File: src/rtl/csvfs_pkg.sv
// ----------------------------------------------------------------------------
// csvfs_pkg: shared types and constants of the csv field splitter
// item payloads, parse modes and the action entry between front and back
// ----------------------------------------------------------------------------
`default_nettype none

package csvfs_pkg;

   localparam logic [7:0] QUOTE_BYTE    = 8'h22;
   localparam logic [7:0] CR_BYTE       = 8'h0D;
   localparam logic [7:0] LF_BYTE       = 8'h0A;
   localparam logic [7:0] NUL_BYTE      = 8'h00;
   localparam logic [7:0] SEP_RESET     = 8'd44;

   localparam logic       KIND_CONTENT  = 1'b0;
   localparam logic       KIND_FIELDEND = 1'b1;

   typedef enum logic [2:0] {
      MODE_LINE_START  = 3'd0,
      MODE_FIELD_START = 3'd1,
      MODE_UNQUOTED    = 3'd2,
      MODE_QUOTED      = 3'd3,
      MODE_AFTER_QUOTE = 3'd4
   } mode_type;

   typedef struct packed {
      logic [7:0] text_byte;
      logic       end_of_text;
   } req_type;

   typedef struct packed {
      logic       kind;
      logic [7:0] content_byte;
      logic       record_end;
   } rsp_type;

   // one queued action: a single result, or (two set) a record-ending
   // field end followed by the content byte held in res
   typedef struct packed {
      logic    two;
      rsp_type res;
   } entry_type;

   // queue status seen by the two sides
   typedef struct packed {
      logic full;
      logic empty;
   } qstat_type;

endpackage

`default_nettype wire

File: src/rtl/csvfs_front.sv
// ----------------------------------------------------------------------------
// csvfs_front: byte classifier
// holds the separator and the parse mode, turns each byte into at most one queue action
// ----------------------------------------------------------------------------
`default_nettype none

module csvfs_front (
   input  wire                  clock,
   input  wire                  reset,
   input  wire                  req_valid,
   output logic                 req_stall,
   input  csvfs_pkg::req_type   req_payload,
   input  wire                  csr_valid,
   output logic                 csr_ready,
   input  wire [7:0]            csr_data,
   input  csvfs_pkg::qstat_type qstat,
   output logic                 push,
   output csvfs_pkg::entry_type push_entry
);

   csvfs_pkg::mode_type mode_ff, mode_in;
   logic [7:0]          sep_ff;
   logic                accept;
   logic                eot;
   logic                is_eol;
   logic [7:0]          b;
   logic                emit;

   assign req_stall = qstat.full;
   assign csr_ready = 1'b1;
   assign accept    = req_valid && !qstat.full;
   assign b         = req_payload.text_byte;
   assign eot       = req_payload.end_of_text || (b == csvfs_pkg::NUL_BYTE);
   assign is_eol    = (b == csvfs_pkg::CR_BYTE) || (b == csvfs_pkg::LF_BYTE);

   always_ff @(posedge clock) begin
      if (reset) begin
         sep_ff  <= csvfs_pkg::SEP_RESET;
         mode_ff <= csvfs_pkg::MODE_LINE_START;
      end else begin
         if (csr_valid) begin
            sep_ff <= csr_data;
         end
         if (accept) begin
            mode_ff <= mode_in;
         end
      end
   end

   always_comb begin
      mode_in               = mode_ff;
      emit                  = 1'b0;
      push_entry.two        = 1'b0;
      push_entry.res.kind   = csvfs_pkg::KIND_FIELDEND;
      push_entry.res.content_byte = csvfs_pkg::NUL_BYTE;
      push_entry.res.record_end   = 1'b0;
      if (eot) begin
         emit                      = (mode_ff != csvfs_pkg::MODE_LINE_START);
         push_entry.res.record_end = 1'b1;
         mode_in                   = csvfs_pkg::MODE_LINE_START;
      end else begin
         unique case (mode_ff)
            csvfs_pkg::MODE_UNQUOTED: begin
               priority if (b == sep_ff) begin
                  emit    = 1'b1;
                  mode_in = csvfs_pkg::MODE_FIELD_START;
               end else if (is_eol) begin
                  emit                      = 1'b1;
                  push_entry.res.record_end = 1'b1;
                  mode_in                   = csvfs_pkg::MODE_LINE_START;
               end else begin
                  emit                        = 1'b1;
                  push_entry.res.kind         = csvfs_pkg::KIND_CONTENT;
                  push_entry.res.content_byte = b;
               end
            end
            csvfs_pkg::MODE_QUOTED: begin
               if (b == csvfs_pkg::QUOTE_BYTE) begin
                  mode_in = csvfs_pkg::MODE_AFTER_QUOTE;
               end else begin
                  emit                        = 1'b1;
                  push_entry.res.kind         = csvfs_pkg::KIND_CONTENT;
                  push_entry.res.content_byte = b;
               end
            end
            csvfs_pkg::MODE_AFTER_QUOTE: begin
               priority if (b == csvfs_pkg::QUOTE_BYTE) begin
                  emit                        = 1'b1;
                  push_entry.res.kind         = csvfs_pkg::KIND_CONTENT;
                  push_entry.res.content_byte = csvfs_pkg::QUOTE_BYTE;
                  mode_in                     = csvfs_pkg::MODE_QUOTED;
               end else if (b == sep_ff) begin
                  emit    = 1'b1;
                  mode_in = csvfs_pkg::MODE_FIELD_START;
               end else if (is_eol) begin
                  emit                      = 1'b1;
                  push_entry.res.record_end = 1'b1;
                  mode_in                   = csvfs_pkg::MODE_LINE_START;
               end else begin
                  // stray byte: record end, then b opens a new record
                  emit                        = 1'b1;
                  push_entry.two              = 1'b1;
                  push_entry.res.kind         = csvfs_pkg::KIND_CONTENT;
                  push_entry.res.content_byte = b;
                  mode_in                     = csvfs_pkg::MODE_UNQUOTED;
               end
            end
            default: begin
               // line start, field start and unused codes
               priority if ((mode_ff != csvfs_pkg::MODE_FIELD_START) && is_eol) begin
                  mode_in = csvfs_pkg::MODE_LINE_START;
               end else if (b == csvfs_pkg::QUOTE_BYTE) begin
                  mode_in = csvfs_pkg::MODE_QUOTED;
               end else if (b == sep_ff) begin
                  emit    = 1'b1;
                  mode_in = csvfs_pkg::MODE_FIELD_START;
               end else if (is_eol) begin
                  emit                      = 1'b1;
                  push_entry.res.record_end = 1'b1;
                  mode_in                   = csvfs_pkg::MODE_LINE_START;
               end else begin
                  emit                        = 1'b1;
                  push_entry.res.kind         = csvfs_pkg::KIND_CONTENT;
                  push_entry.res.content_byte = b;
                  mode_in                     = csvfs_pkg::MODE_UNQUOTED;
               end
            end
         endcase
      end
      push = accept && emit;
   end

   a_eot_line_start: assert property (@(posedge clock) disable iff (reset)
      accept && eot |=> mode_ff == csvfs_pkg::MODE_LINE_START)
      else $error("mode not back at line start after end of text");

endmodule

`default_nettype wire

File: src/rtl/csvfs_queue.sv
// ----------------------------------------------------------------------------
// csvfs_queue: action queue
// small register fifo that decouples the classifier from the result stage
// ----------------------------------------------------------------------------
`default_nettype none

module csvfs_queue #(
   parameter int DEPTH = 4
) (
   input  wire                  clock,
   input  wire                  reset,
   input  wire                  push,
   input  csvfs_pkg::entry_type push_entry,
   input  wire                  pop,
   output csvfs_pkg::entry_type head,
   output csvfs_pkg::qstat_type qstat
);

   localparam int PTR_W = (DEPTH > 1) ? $clog2(DEPTH) : 1;
   localparam int CNT_W = $clog2(DEPTH + 1);

   csvfs_pkg::entry_type slot_ff [DEPTH];
   logic [PTR_W-1:0]     wr_ptr_ff, rd_ptr_ff;
   logic [CNT_W-1:0]     count_ff;

   assign head        = slot_ff[rd_ptr_ff];
   assign qstat.full  = (count_ff == CNT_W'(DEPTH));
   assign qstat.empty = (count_ff == '0);

   always_ff @(posedge clock) begin
      if (push) begin
         slot_ff[wr_ptr_ff] <= push_entry;
      end
   end

   always_ff @(posedge clock) begin
      if (reset) begin
         wr_ptr_ff <= '0;
         rd_ptr_ff <= '0;
         count_ff  <= '0;
      end else begin
         if (push) begin
            wr_ptr_ff <= (wr_ptr_ff == PTR_W'(DEPTH - 1)) ? '0 : wr_ptr_ff + 1'b1;
         end
         if (pop) begin
            rd_ptr_ff <= (rd_ptr_ff == PTR_W'(DEPTH - 1)) ? '0 : rd_ptr_ff + 1'b1;
         end
         if (push && !pop) begin
            count_ff <= count_ff + 1'b1;
         end else if (pop && !push) begin
            count_ff <= count_ff - 1'b1;
         end
      end
   end

   a_no_overflow: assert property (@(posedge clock) disable iff (reset)
      push |-> !qstat.full)
      else $error("push into full queue");

   a_no_underflow: assert property (@(posedge clock) disable iff (reset)
      pop |-> !qstat.empty)
      else $error("pop from empty queue");

endmodule

`default_nettype wire

File: src/rtl/csvfs_back.sv
// ----------------------------------------------------------------------------
// csvfs_back: result stage
// expands queued actions into result items in an output register
// ----------------------------------------------------------------------------
`default_nettype none

module csvfs_back (
   input  wire                  clock,
   input  wire                  reset,
   input  csvfs_pkg::entry_type head,
   input  csvfs_pkg::qstat_type qstat,
   output logic                 pop,
   output logic                 rsp_valid,
   input  wire                  rsp_stall,
   output csvfs_pkg::rsp_type   rsp_payload
);

   logic               rsp_valid_ff, rsp_valid_in;
   csvfs_pkg::rsp_type rsp_data_ff, rsp_data_in;
   logic               phase_ff, phase_in;
   logic               load;

   assign rsp_valid   = rsp_valid_ff;
   assign rsp_payload = rsp_data_ff;
   assign load        = !rsp_valid_ff || !rsp_stall;

   always_comb begin
      rsp_valid_in = rsp_valid_ff;
      rsp_data_in  = rsp_data_ff;
      phase_in     = phase_ff;
      pop          = 1'b0;
      if (load) begin
         rsp_valid_in = !qstat.empty;
         if (!qstat.empty) begin
            if (head.two && !phase_ff) begin
               // record end ahead of the stray byte
               rsp_data_in.kind         = csvfs_pkg::KIND_FIELDEND;
               rsp_data_in.content_byte = csvfs_pkg::NUL_BYTE;
               rsp_data_in.record_end   = 1'b1;
               phase_in                 = 1'b1;
            end else begin
               rsp_data_in = head.res;
               phase_in    = 1'b0;
               pop         = 1'b1;
            end
         end
      end
   end

   always_ff @(posedge clock) begin
      if (reset) begin
         rsp_valid_ff <= 1'b0;
         phase_ff     <= 1'b0;
      end else begin
         rsp_valid_ff <= rsp_valid_in;
         phase_ff     <= phase_in;
      end
   end

   always_ff @(posedge clock) begin
      rsp_data_ff <= rsp_data_in;
   end

   a_phase_has_item: assert property (@(posedge clock) disable iff (reset)
      phase_ff |-> rsp_valid_ff && rsp_data_ff.record_end)
      else $error("second half pending without record end shown");

   a_phase_done: assert property (@(posedge clock) disable iff (reset)
      phase_ff && !rsp_stall |=> !phase_ff && rsp_valid_ff)
      else $error("second result of a stray byte not delivered");

endmodule

`default_nettype wire

File: src/rtl/csv_field_splitter.sv
// ----------------------------------------------------------------------------
// csv_field_splitter: streaming csv field splitter
// splits csv text bytes into field content bytes and field/record end marks
// ----------------------------------------------------------------------------
//
//  port group   dir  handshake              payload
//  req_*        in   req_valid / req_stall  req_type: text_byte, end_of_text
//  rsp_*        out  rsp_valid / rsp_stall  rsp_type: kind, content_byte,
//                                           record_end
//  csr_*        in   csr_valid / csr_ready  csr_data: separator byte
//
//  one item accepted per cycle while req_stall is low; its results pass the action
//    queue and the output register; a stray byte after a closing quote yields two
//    items and holds the result stage for the second; the queue absorbs the hold
//  req_stall rises only when the QUEUE_DEPTH-entry action queue is full
//  reset: separator 44, parse mode line start, queue and output empty
//  csr_ready is always high; write the separator only while idle
//
`default_nettype none

module csv_field_splitter #(
   parameter int QUEUE_DEPTH = 4
) (
   input  wire                clock,
   input  wire                reset,
   // text bytes in
   input  wire                req_valid,
   output logic               req_stall,
   input  csvfs_pkg::req_type req_payload,
   // field items out
   output logic               rsp_valid,
   input  wire                rsp_stall,
   output csvfs_pkg::rsp_type rsp_payload,
   // separator register
   input  wire                csr_valid,
   output logic               csr_ready,
   input  wire [7:0]          csr_data
);

   csvfs_pkg::qstat_type qstat;
   csvfs_pkg::entry_type push_entry;
   csvfs_pkg::entry_type head;
   logic                 push;
   logic                 pop;

   // front: classify each byte against the parse mode
   csvfs_front u_front (
      .clock       (clock),
      .reset       (reset),
      .req_valid   (req_valid),
      .req_stall   (req_stall),
      .req_payload (req_payload),
      .csr_valid   (csr_valid),
      .csr_ready   (csr_ready),
      .csr_data    (csr_data),
      .qstat       (qstat),
      .push        (push),
      .push_entry  (push_entry)
   );

   // queue of pending actions, bytes that yield no item never enter it
   csvfs_queue #(
      .DEPTH (QUEUE_DEPTH)
   ) u_queue (
      .clock      (clock),
      .reset      (reset),
      .push       (push),
      .push_entry (push_entry),
      .pop        (pop),
      .head       (head),
      .qstat      (qstat)
   );

   // back: one result item per cycle into the output register while rsp_stall is low
   csvfs_back u_back (
      .clock       (clock),
      .reset       (reset),
      .head        (head),
      .qstat       (qstat),
      .pop         (pop),
      .rsp_valid   (rsp_valid),
      .rsp_stall   (rsp_stall),
      .rsp_payload (rsp_payload)
   );

endmodule

`default_nettype wire

File: config.mk
export PLATFORM = sky130hd
export DESIGN_NAME = csv_field_splitter
export DESIGN_NICKNAME = d
export VERILOG_FILES = /design/src/rtl/csvfs_pkg.sv /design/src/rtl/csvfs_front.sv /design/src/rtl/csvfs_queue.sv /design/src/rtl/csvfs_back.sv /design/src/rtl/csv_field_splitter.sv
export SDC_FILE = /design/constraint.sdc
export NUM_CORES = 1
export LEC_CHECK = 0
export ABC_CLOCK_PERIOD_IN_PS = 3500
export BUFFER_PORTS_ARGS = -buffer_cell sky130_fd_sc_hd__buf_2
export CAP_MARGIN = 40
export CORE_MARGIN = 2
export CORE_UTILIZATION = 45
export CTS_BUF_LIST = sky130_fd_sc_hd__clkbuf_4
export CTS_CLUSTER_DIAMETER = 150
export CTS_CLUSTER_SIZE = 24
export DETAILED_ROUTE_END_ITERATION = 7
export PLACE_DENSITY = 0.65
export SYNTH_ARGS = -nofsm -noshare
export SYNTH_HDL_FRONTEND = slang
export SYNTH_SLANG_ARGS = --single-unit
export TNS_END_PERCENT = 20
File: constraint.sdc
create_clock -name clock -period 3.5 [get_ports clock]
set_input_delay 0.175 -clock clock [delete_from_list [all_inputs] [get_ports clock]]
set_output_delay 0.175 -clock clock [all_outputs]
set_load 0.1 [all_outputs]
==> key figures, run 1 <==
Timing
  – Max Clock Skew: 0.0159 ns
  – Post-Route Setup TNS: 0 ns
  – RSZ-0062 raised after global routing: false
  – Final Hold Fails: 0
  – Final Critical Period: 2.94 ns
  – Hold slack: 0.148 ns
  – Worst slew pin tran: 0.701 ns
  – Slew Limit Fails: 0
  – Final worst slack: 0.560 ns
  – Tcrit/Tclk final: 84.0%
  – Slew Limit Headroom: 53.2%
  – Peak Freq: 340 MHz
  – Final setup violation count: 0

Routing
  – WL/cell: 15.3 um
  – Drt pass-1 iters: 4
  – Drt first-iter violations: 77
  – Final antenna-violating net count: 0
  – Vias/cell: 5.21
  – DRC errors left: 0
  – Final wirelength: 6350 um
  – DR vias: 2168

Power
  – Sequential power share: 40.6%
  – Logic pwr share: 39.0%
  – Pwr per Cell Area: 742 mW/mm^2
  – NetSw: 0.00122 W
  – Clk pwr share: 20.4%
  – Internal: 0.00176 W
  – Sw Share: 40.8%
  – LEAKAGE: 1.53 nW
  – Peak VDD IR: 259 uV

Synthesis
  – Async set or reset register ratio after synthesis: 0%
  – Synth warnings: 0
  – Top-count cell post-synth: edfxtp_1
  – Commonest cells post-synth: 54 x edfxtp_1, 22 x dfxtp_1, 22 x nor2_1
  – Post-synth EDFFs: 54
  – Cell taking the most area after synthesis: edfxtp_1
  – Top FF cell, synth: edfxtp_1
  – Yosys top cell area share: 46.5%
  – Synth unique cells: 56
  – Cell Area, Synth: 0.00349 sq mm
  – Synth Net Count: 293
  – Synth Register Bits: 76
  – Top area cells in the synthesized netlist: edfxtp_1 47%, dfxtp_1 13%, mux4_2 7.1%
  – Seq/Total Area, Yosys: 59.1%
  – Syn avg cell area: 13.2 sq um
  – Post-synthesis cell count: 264

Global routing
  – Vias in the first global route: 2183
  – Largest net degree at the start of global routing: 19
  – First-pass GRT wire length: 10800 um
  – Total track usage: 16.8%
  – GRT Residual Overflow: 0
  – Antenna violations before repair: 0

Final layout
  – Layout cell share with drive strength beyond 1: 25.2%
  – Area occupied by multi-input gates: 0.00135 sq mm
  – Post-Layout Cell Count: 416
  – Ant. Diodes: 0
  – Register area: 0.00206 sq mm
  – Fill cell count: 665
  – Area growth from synthesis to layout: 15.1%
  – Net count, final: 338

Clock network
  – Clk_lat worst skew: 0.42 ns
  – Root Buffer: clkbuf_4
  – Clk sinks: 76
  – CTS hold repair buffers: 9
  – TritonCTS Buffers: 9
  – Resized cells post-CTS: 0
  – Post-CTS setup buffer count: 0
  – Clock transition at the registers of the reported paths: 0.12 ns
  – H-tree depth: 3
  – CTS tree: yes
  – Clock buffer depth: 2

Die
  – Core ar.: 0.00761 sq mm
  – Die ar.: 0.00847 sq mm
  – Die Height: 92.0 um
  – Die Wd: 92.0 um
  – Starting Density: 45.8%
  – Boundary pin count: 35
  – Cell Rows: 32

Setup path
  – Slowest cell delay on critical path: 0.58 ns
  – CP startpoint kind: flop
  – CP max FO: 11
  – Critical path required time: 3.85 ns
  – Critical Path Most Common Cell: inv_1
  – Worst path cell trace: mux4_2 -> nor2b_1 -> nor2_1 -> inv_1 -> ha_1 -> inv_1 -> fa_1 -> xor2_1 -> or3_1 -> a21oi_1
  – Crit Path Class: flop to flop
  – Worst setup EP type: flop
  – Crit-path slowest cell: nor2b_1
  – WP data arrival: 3.29 ns

Status
  – Status: completed

Run
  – Max cap viols: 0

Placed design
  – DP Cell Count: 391
  – Post-Place Setup Slack: 0.564 ns
  – Hpwl dp: 4380 um
  – GPL Wtd Cong: 0.885
  – Port Buffers: 33

Min path
  – Hold WC Path Type: input port to flop
[path summary, 6_finish.rpt]
| path | start | endpoint | slack, ns | cells after the start |
|---|---|---|---|---|
| max | flop | u_queue.count_ff[2]$_SDFFE_PP0P_ | 0.56 | 10 |
| min | reset | u_front.sep_ff[6]$_SDFFE_PP0P_ | 0.15 | 2 |
| max reg2reg | flop | u_queue.count_ff[2]$_SDFFE_PP0P_ | 0.56 | 10 |
| min reg2reg | u_back.rsp_valid$_SDFFE_PP0P_ | u_back.rsp_valid$_SDFFE_PP0P_ | 0.49 | 2 |
[placed cells by master, fill, tap and decap left out, types with 3 or more instances in the layout]
master         instances
nand2_1               21
mux4_2                11
a21oi_1               11
mux2i_1               13
clkbuf_4               9
or2_2                  3
nor3_1                 5
inv_1                  8
nor2_1                22
and2_1                 5
o21ai_0                7
nor2b_1               11
edfxtp_1              54
xor2_1                10
ha_1                   6
dfxtp_1               22
dlygate4sd3_1          9
buf_2                 33
buf_4                  3
[routing by layer]
| metal | GRT usage, % | vias to the layer above | part of all wire [%] |
|---|---|---|---|
| met5 | 0 | - | 0 |
| met4 | 7.71 | 0 | 2.3 |
| met3 | 2.88 | 13 | 4.1 |
| met2 | 27.6 | 56 | 49 |
| met1 | 21.8 | 1032 | 45 |
| li1 | - | 1067 | - |
[metrics by stage]
step	power [W]	instance area, sq um	util (%)
after floorplan	0.00220	3490	-
after global placement	0.00237	3760	49.4
after detailed placement	0.00239	3760	49.4
after CTS	0.00301	4020	52.8
after global routing	0.00313	4020	52.8
final	0.00298	4020	52.8
[critical path: cells and delay by family, from the launching register on]
kind                     cells  cell delay, ns
AO/OA/AOI/OAI                1            0.14
XOR/XNOR                     1            0.16
adder cells (fa/ha/maj)      2            0.61
buffers and inverters        2            0.18
flip-flops                   1            0.35
multiplexers                 1            0.35
AND/OR/NAND/NOR              3            1.10
[power groups by stage]
stage / logic [W] / registers (W) / clock network, W
after floorplan: 0.000510 / 0.00169 / 0
after global placement: 0.00115 / 0.00123 / 0
after detailed placement: 0.00116 / 0.00123 / 0
after CTS: 0.00117 / 0.00121 / 0.000627
after global routing: 0.00126 / 0.00122 / 0.000655
final: 0.00116 / 0.00121 / 0.000609
[final cells by class]
class | instances | area share (%)
flip-flops and latches | 76 | 51.4
multi-input cells | 168 | 33.6
repair buffers | 45 | 6.92
well taps | 102 | 3.18
clock inverters | 7 | 2.43
clock buffers | 9 | 1.68
inverters | 9 | 0.841
[registers in the layout, summed over array words and instances (netlist names), named ones only]
register,flops
u_front.sep_ff,8
u_front.mode_ff,3
u_back.rsp_valid,1
u_back.phase_ff,1
u_back.rsp_payload,10
u_queue.count_ff,3
u_queue.wr_ptr_ff,2
u_queue.slot_ff,44
u_queue.rd_ptr_ff,2
[kinds of logic after synthesis]
| family | count (synthesis) | synth area share [%] |
|---|---|---|
| buffers and inverters | 20 | 2.33 |
| multiplexers | 26 | 11.6 |
| adder cells (fa/ha/maj) | 7 | 2.73 |
| AO/OA/AOI/OAI | 40 | 8.61 |
| flip-flops | 76 | 59.1 |
| other | 1 | 0.108 |
| AND/OR/NAND/NOR | 83 | 12.7 |
| XOR/XNOR | 11 | 2.76 |
No activity file was read; power rests on OpenSTA's default activity.
==> run 2, diff against run 1 <==
--- a/config.mk
+++ b/config.mk
@@ -5,7 +5,7 @@
 export SDC_FILE = /design/constraint.sdc
 export NUM_CORES = 1
 export LEC_CHECK = 0
-export ABC_CLOCK_PERIOD_IN_PS = 3500
+export ABC_CLOCK_PERIOD_IN_PS = 3100
 export BUFFER_PORTS_ARGS = -buffer_cell sky130_fd_sc_hd__buf_2
 export CAP_MARGIN = 40
 export CORE_MARGIN = 2
==> constraint.sdc (replaced) <==
create_clock -name clock -period 3.1 [get_ports clock]
set_input_delay 0.155 -clock clock [delete_from_list [all_inputs] [get_ports clock]]
set_output_delay 0.155 -clock clock [all_outputs]
set_load 0.1 [all_outputs]
==> key figures, run 2 (same netlist as run 1, synthesis figures left out) <==
Status
  – Status: completed

Power
  – Peak VDD IR: 365 uV (+41%)
  – Logic pwr share: 39.3% (+0.3 points)
  – Sw Share: 40.6% (-0.21 points)
  – Sequential power share: 40.4% (-0.2 points)
  – Pwr per Cell Area: 833 mW/mm^2 (+12%)
  – NetSw: 0.00137 W (+13%)
  – Clk pwr share: 20.3% (about the same)
  – LEAKAGE: 1.55 nW (+1.5%)
  – Internal: 0.00200 W (+14%)

Timing
  – Tcrit/Tclk final: 86.2% (+2.2 points)
  – Slew Limit Headroom: 58.5% (+5.3 points)
  – Peak Freq: 374 MHz (+10%)
  – RSZ-0062 raised after global routing: false
  – Final Hold Fails: 0 (unchanged)
  – Worst slew pin tran: 0.617 ns (-0.0841 ns)
  – Max Clock Skew: 0.0103 ns (-0.00561 ns)
  – Hold slack: 0.111 ns (-0.0375 ns)
  – Post-Route Setup TNS: 0 ns (unchanged)
  – Final Critical Period: 2.67 ns (-0.266 ns)
  – Final setup violation count: 0 (unchanged)
  – Slew Limit Fails: 0 (unchanged)

Min path
  – WHS Path Cells: 2 (unchanged)
  – Hold WC Path Type: input port to flop
  – Hold wc startpoint: reset

Routing
  – DRC errors left: 0 (unchanged)
  – DR vias: 2160 (-0.37%)
  – Drt pass-1 iters: 4 (unchanged)
  – Drt first-iter violations: 57 (-26%)
  – Final wirelength: 6570 um (+3.6%)
  – Final antenna-violating net count: 0 (unchanged)
  – Vias/cell: 5.14 (-1.3%)
  – WL/cell: 15.6 um (+2.6%)

Setup path
  – Crit Path Class: flop to flop
  – R2r startpoint: u_front.mode_ff[1]$_SDFFE_PP0P_
  – CP max FO: 7 (-4)
  – Crit path launch: u_front.mode_ff[1]$_SDFFE_PP0P_
  – Slowest cell delay on critical path: 0.43 ns (-0.15 ns)
  – Reg2reg path depth: 10 (unchanged)
  – Stages on worst setup path: 10 (unchanged)
  – WP buf/inv: 1 (-1)
  – CP startpoint kind: flop
  – Crit-path leading delay family: simple AND/OR/NAND/NOR gates
  – Worst path cell trace: or2_2 -> nand2_1 -> o22ai_2 -> a211oi_4 -> ha_1 -> inv_1 -> fa_1 -> xor2_1 -> or3_1 -> a21oi_1
  – Crit-path slowest cell: fa_1
  – Worst setup EP type: flop
  – WP data arrival: 3.03 ns (-0.26 ns)
  – Critical path required time: 3.45 ns (-0.40 ns)

Clock network
  – Resized cells post-CTS: 0 (unchanged)
  – Clk sinks: 76 (unchanged)
  – Clock buffer depth: 2 (unchanged)
  – Post-CTS setup buffer count: 0 (unchanged)
  – Clk_lat worst skew: 0.41 ns (about the same)
  – TritonCTS Buffers: 9 (unchanged)
  – Root Buffer: clkbuf_4
  – H-tree depth: 3 (unchanged)
  – CTS tree: yes
  – Clock transition at the registers of the reported paths: 0.13 ns (about the same)
  – CTS hold repair buffers: 9 (unchanged)

Die
  – Die Height: 92.0 um (unchanged)
  – Starting Density: 45.8% (unchanged)
  – Cell Rows: 32 (unchanged)
  – Die Wd: 92.0 um (unchanged)
  – Core ar.: 0.00761 sq mm (unchanged)
  – Boundary pin count: 35 (unchanged)
  – Die ar.: 0.00847 sq mm (unchanged)

Final layout
  – Ant. Diodes: 0 (unchanged)
  – Register area: 0.00206 sq mm (unchanged)
  – Largest reg by FF count: u_queue.slot_ff
  – Area occupied by multi-input gates: 0.00135 sq mm (unchanged)
  – Max reg flops: 44 (unchanged)
  – Fill cell count: 683 (+2.7%)
  – Most frequent cells in the layout: 54 x edfxtp_1, 33 x buf_2, 22 x nor2_1, 22 x dfxtp_1, 21 x nand2_1
  – Commonest non-fill, non-tap cell in the layout: edfxtp_1
  – Net count, final: 342 (+1.2%)
  – Area growth from synthesis to layout: 16.0%
  – Layout cell share with drive strength beyond 1: 25.8% (+0.63 points)

Global routing
  – Total track usage: 16.8% (about the same)
  – Largest net degree at the start of global routing: 19 (unchanged)
  – GRT Residual Overflow: 0 (unchanged)
  – Vias in the first global route: 2149 (-1.6%)
  – First-pass GRT wire length: 10700 um (-0.64%)
  – Antenna violations before repair: 0 (unchanged)

Run
  – Max cap viols: 0 (unchanged)

Placed design
  – Hpwl dp: 4730 um (+8.0%)
  – GPL Wtd Cong: 0.893 (+1.0%)
  – Port Buffers: 33 (unchanged)
==> run 2: cell count changes in the layout (fill, tap and decap cells not counted), sizes merged <==
cell / delta
clkinvlp: -1
inv: +1
buf: +4
==> run 2: final cells by class <==
| cell class | count | area share (%) |
|---|---|---|
| timing repair buffer | 49 | 7.61 |
| clock inverter | 7 | 2.41 |
| inverter | 9 | 0.835 |
| multi-input combinational | 168 | 33.3 |
| clock buffer | 9 | 1.67 |
| sequential | 76 | 51.0 |
| tap | 102 | 3.15 |
==> run 2: path summary, 6_finish.rpt <==
path / end / slack (ns)
worst max-delay path: u_queue.count_ff[2]$_SDFFE_PP0P_ / 0.43
worst min-delay path: u_queue.count_ff[1]$_SDFFE_PP0P_ / 0.11
worst max register to register: u_queue.count_ff[2]$_SDFFE_PP0P_ / 0.43
worst min register to register: u_back.rsp_valid$_SDFFE_PP0P_ / 0.47
==> run 2: through the flow <==
step                      setup WS [ns]  area, sq um  instances  total power [W]  utilization [%]
after floorplan                 0.00190         3490        264          0.00248                -
after global placement            0.348         3790        395          0.00270             49.8
after detailed placement          0.259         3790        395          0.00271             49.8
after CTS                         0.415         4050        420          0.00341             53.2
after global routing              0.286         4050        420          0.00354             53.2
final                             0.426         4050        420          0.00337             53.2
==> run 2: power groups by stage <==
stage / combinational (W) / clock [W] / sequential [W]
after floorplan: 0.000576 / 0 / 0.00190
after global placement: 0.00131 / 0 / 0.00138
after detailed placement: 0.00133 / 0 / 0.00139
after CTS: 0.00134 / 0.000708 / 0.00136
after global routing: 0.00141 / 0.000748 / 0.00138
final: 0.00133 / 0.000685 / 0.00136
==> run 2: routing by layer <==
metal  global-route usage [%]  vias to the layer above  wire (um)
met5                        0                        -          0
li1                         -                     1075          -
met1                     20.4                     1030       2900
met4                     5.60                        0         68
met3                     4.52                        6        299
met2                     28.9                       49       3310
==> run 3, diff against run 2 <==
--- a/config.mk
+++ b/config.mk
@@ -8,10 +8,11 @@
 export ABC_CLOCK_PERIOD_IN_PS = 3100
 export BUFFER_PORTS_ARGS = -buffer_cell sky130_fd_sc_hd__buf_2
 export CAP_MARGIN = 40
+export CORE_ASPECT_RATIO = 1.4
 export CORE_MARGIN = 2
 export CORE_UTILIZATION = 45
 export CTS_BUF_LIST = sky130_fd_sc_hd__clkbuf_4
-export CTS_CLUSTER_DIAMETER = 150
+export CTS_CLUSTER_DIAMETER = 80
 export CTS_CLUSTER_SIZE = 24
 export DETAILED_ROUTE_END_ITERATION = 7
 export PLACE_DENSITY = 0.65
==> key figures, run 3 (same netlist as run 1, synthesis figures left out) <==
Status
  – Status: completed

Global routing
  – Largest net degree at the start of global routing: 19 (unchanged)
  – M2 GR Usage: 32.2% (+3.3 points)
  – Met3 GRT Util: 3.59% (-0.93 points)
  – GR peak layer: met2
  – Total track usage: 17.5% (+0.76 points)
  – Vias in the first global route: 2257 (+5.0%)
  – Met1 Use GR: 18.7% (-1.7 points)
  – GRT Residual Overflow: 0 (unchanged)
  – First-pass GRT wire length: 11000 um (+3.1%)
  – Antenna violations before repair: 0 (unchanged)

Setup path
  – R2r startpoint: u_front.mode_ff[1]$_SDFFE_PP0P_
  – Reg2Reg Setup Slack: 0.32 ns (-0.11 ns)
  – Crit Path Class: flop to flop
  – Reg2reg path depth: 10 (unchanged)
  – Critical path required time: 3.45 ns (about the same)
  – WP data arrival: 3.13 ns (+0.10 ns)
  – FF-to-FF End: u_queue.count_ff[2]$_SDFFE_PP0P_
  – CP max FO: 9 (+2)
  – Worst setup EP type: flop
  – CP startpoint kind: flop

Timing
  – Final Hold Fails: 0 (unchanged)
  – Final worst slack: 0.317 ns (-0.109 ns)
  – Post-Route Setup TNS: 0 ns (unchanged)
  – Final setup violation count: 0 (unchanged)
  – Slew Limit Fails: 0 (unchanged)
  – Peak Freq: 359 MHz (-3.9%)
  – Slew Limit Headroom: 60.2% (+1.8 points)
  – Max Clock Skew: 0.0164 ns (+0.00612 ns)
  – RSZ-0062 raised after global routing: false
  – Final Critical Period: 2.78 ns (+0.109 ns)
  – Tcrit/Tclk final: 89.8% (+3.5 points)
  – Worst slew pin tran: 0.597 ns (-0.0198 ns)

Die
  – Die ar.: 0.00848 sq mm (+0.12%)
  – Boundary pin count: 35 (unchanged)
  – Cell Rows: 38 (+19%)
  – Core ar.: 0.00765 sq mm (+0.62%)
  – Die Height: 108 um (+18%)
  – Starting Density: 45.6% (-0.28 points)
  – Die Wd: 78.4 um (-15%)

Placed design
  – Hpwl dp: 4860 um (+2.8%)
  – Port Buffers: 33 (unchanged)
  – Post-Place Setup Slack: 0.110 ns (-0.149 ns)
  – GPL Wtd Cong: 0.917 (+2.6%)
  – Post-DP Area: 0.00377 sq mm (-0.46%)
  – DP Cell Count: 391 (-1.0%)

Final layout
  – Area growth from synthesis to layout: 13.8%
  – Max reg flops: 44 (unchanged)
  – Layout cell share with drive strength beyond 1: 25.0% (-0.79 points)
  – Cell area after layout: 0.00397 sq mm (-1.9%)
  – Fill cell count: 680 (-0.44%)
  – Commonest non-fill, non-tap cell in the layout: edfxtp_1
  – Largest reg by FF count: u_queue.slot_ff
  – Area occupied by multi-input gates: 0.00135 sq mm (+0.19%)
  – Most frequent cells in the layout: 54 x edfxtp_1, 33 x buf_2, 22 x nor2_1, 22 x dfxtp_1, 21 x nand2_1
  – Ant. Diodes: 0 (unchanged)
  – Net count, final: 340 (-0.58%)
  – Register area: 0.00206 sq mm (unchanged)
  – Post-Layout Cell Count: 416 (-0.95%)

Routing
  – WL/cell: 15.7 um (+0.33%)
  – DR vias: 2160 (unchanged)
  – Drt first-iter violations: 157 (+180%)
  – DRC errors left: 0 (unchanged)
  – Drt pass-1 iters: 4 (unchanged)
  – Vias/cell: 5.19 (+0.96%)
  – Final wirelength: 6530 um (-0.62%)
  – Final antenna-violating net count: 0 (unchanged)

Clock network
  – Clk_lat worst skew: 0.41 ns (about the same)
  – H-tree depth: 3 (unchanged)
  – Post-CTS setup buffer count: 0 (unchanged)
  – CTS tree: yes
  – Root Buffer: clkbuf_4
  – Clock buffer depth: 2 (unchanged)
  – Clk sinks: 76 (unchanged)
  – Clock transition at the registers of the reported paths: 0.11 ns (-0.02 ns)
  – TritonCTS Buffers: 9 (unchanged)

Power
  – Peak VDD IR: 706 uV (+94%)
  – Total chip power: 0.00316 W (-6.1%)
  – LEAKAGE: 1.52 nW (-2.0%)
  – Pwr per Cell Area: 797 mW/mm^2 (-4.3%)

Min path
  – Hold WC Path Type: input port to flop
  – Hold wc startpoint: reset
  – Hold endpoint: u_queue.count_ff[1]$_SDFFE_PP0P_
  – WHS Path Cells: 2 (unchanged)

Run
  – Max cap viols: 0 (unchanged)
## run 3: cell count changes in the layout (fill, tap and decap cells not counted), moves of 2 or more
cell       before  now
bufinv_16       2    0
clkinv_2        0    2
inv_6           3    0
clkbuf_4        9   11
buf_4           7    5
clkinv_1        2    4
## run 3: final cells by class
class | instances | area share (%)
Timing Repair Buffer | 47 | 7.38
Clock inverter | 5 | 0.536
Inverter | 9 | 0.851
Tap cell | 100 | 3.15
Sequential cell | 76 | 52.0
Multi-Input combinational cell | 168 | 34.0
Clock buffer | 11 | 2.08
## run 3: how the worst max path moves through the flow
stage	endpoint	cells after the start	slack [ns]	from
6_report	u_queue.count_ff[2]$_SDFFE_PP0P_	10	0.32	u_front.mode_ff[1]$_SDFFE_PP0P_
5_1_grt	u_queue.count_ff[2]$_SDFFE_PP0P_	10	0.18	u_front.mode_ff[1]$_SDFFE_PP0P_
4_1_cts	u_queue.count_ff[2]$_SDFFE_PP0P_	10	0.09	flop
3_5_place_dp	u_queue.count_ff[2]$_SDFFE_PP0P_	10	0.11	flop
3_3_place_gp	u_queue.count_ff[2]$_SDFFE_PP0P_	10	0.23	flop
2_1_floorplan	u_queue.count_ff[2]$_SDFFE_PP0P_	9	0.002	u_queue.count_ff[0]$_SDFFE_PP0P_
## run 3: metrics by stage
step	hold WS, ns	utilization [%]
2_1_floorplan	0.284	-
5_1_grt	0.104	51.8
6_report	0.118	51.8
3_3_place_gp	0.369	49.3
3_5_place_dp	0.376	49.3
4_1_cts	0.100	51.8
## run 3: routing by layer
metal	part of all wire, %	routed length, um	vias up
met1	38	2510	1026
met4	3.0	199	0
met3	3.7	244	14
met2	55	3580	56
li1	-	-	1064
met5	0	0	-
## run 3: report_power, final
group | switching [W] | total, W | internal, W | leakage [nW]
sequential | 0.0000724 | 0.00137 | 0.00129 | 0.684
combinational | 0.000947 | 0.00132 | 0.000369 | 0.772
clock | 0.000310 | 0.000483 | 0.000173 | 0.0631
total | 0.00133 | 0.00316 | 0.00183 | 1.52
## run 3: timing repair
action,4_1_cts,5_1_grt
setup endpoints to repair,0,1
hold endpoints to repair,9,0
hold buffers,9,0
gates resized for setup,0,1
## run 3: worst max-delay path, cell delays in order, from the launching register on
cell	delay (ns)
dfxtp_1	0.41
or2_2	0.33
nand2_1	0.12
o22ai_2	0.11
a211oi_4	0.40
ha_1	0.25
inv_1	0.07
fa_1	0.43
xor2_1	0.16
or3_1	0.30
a21oi_1	0.15
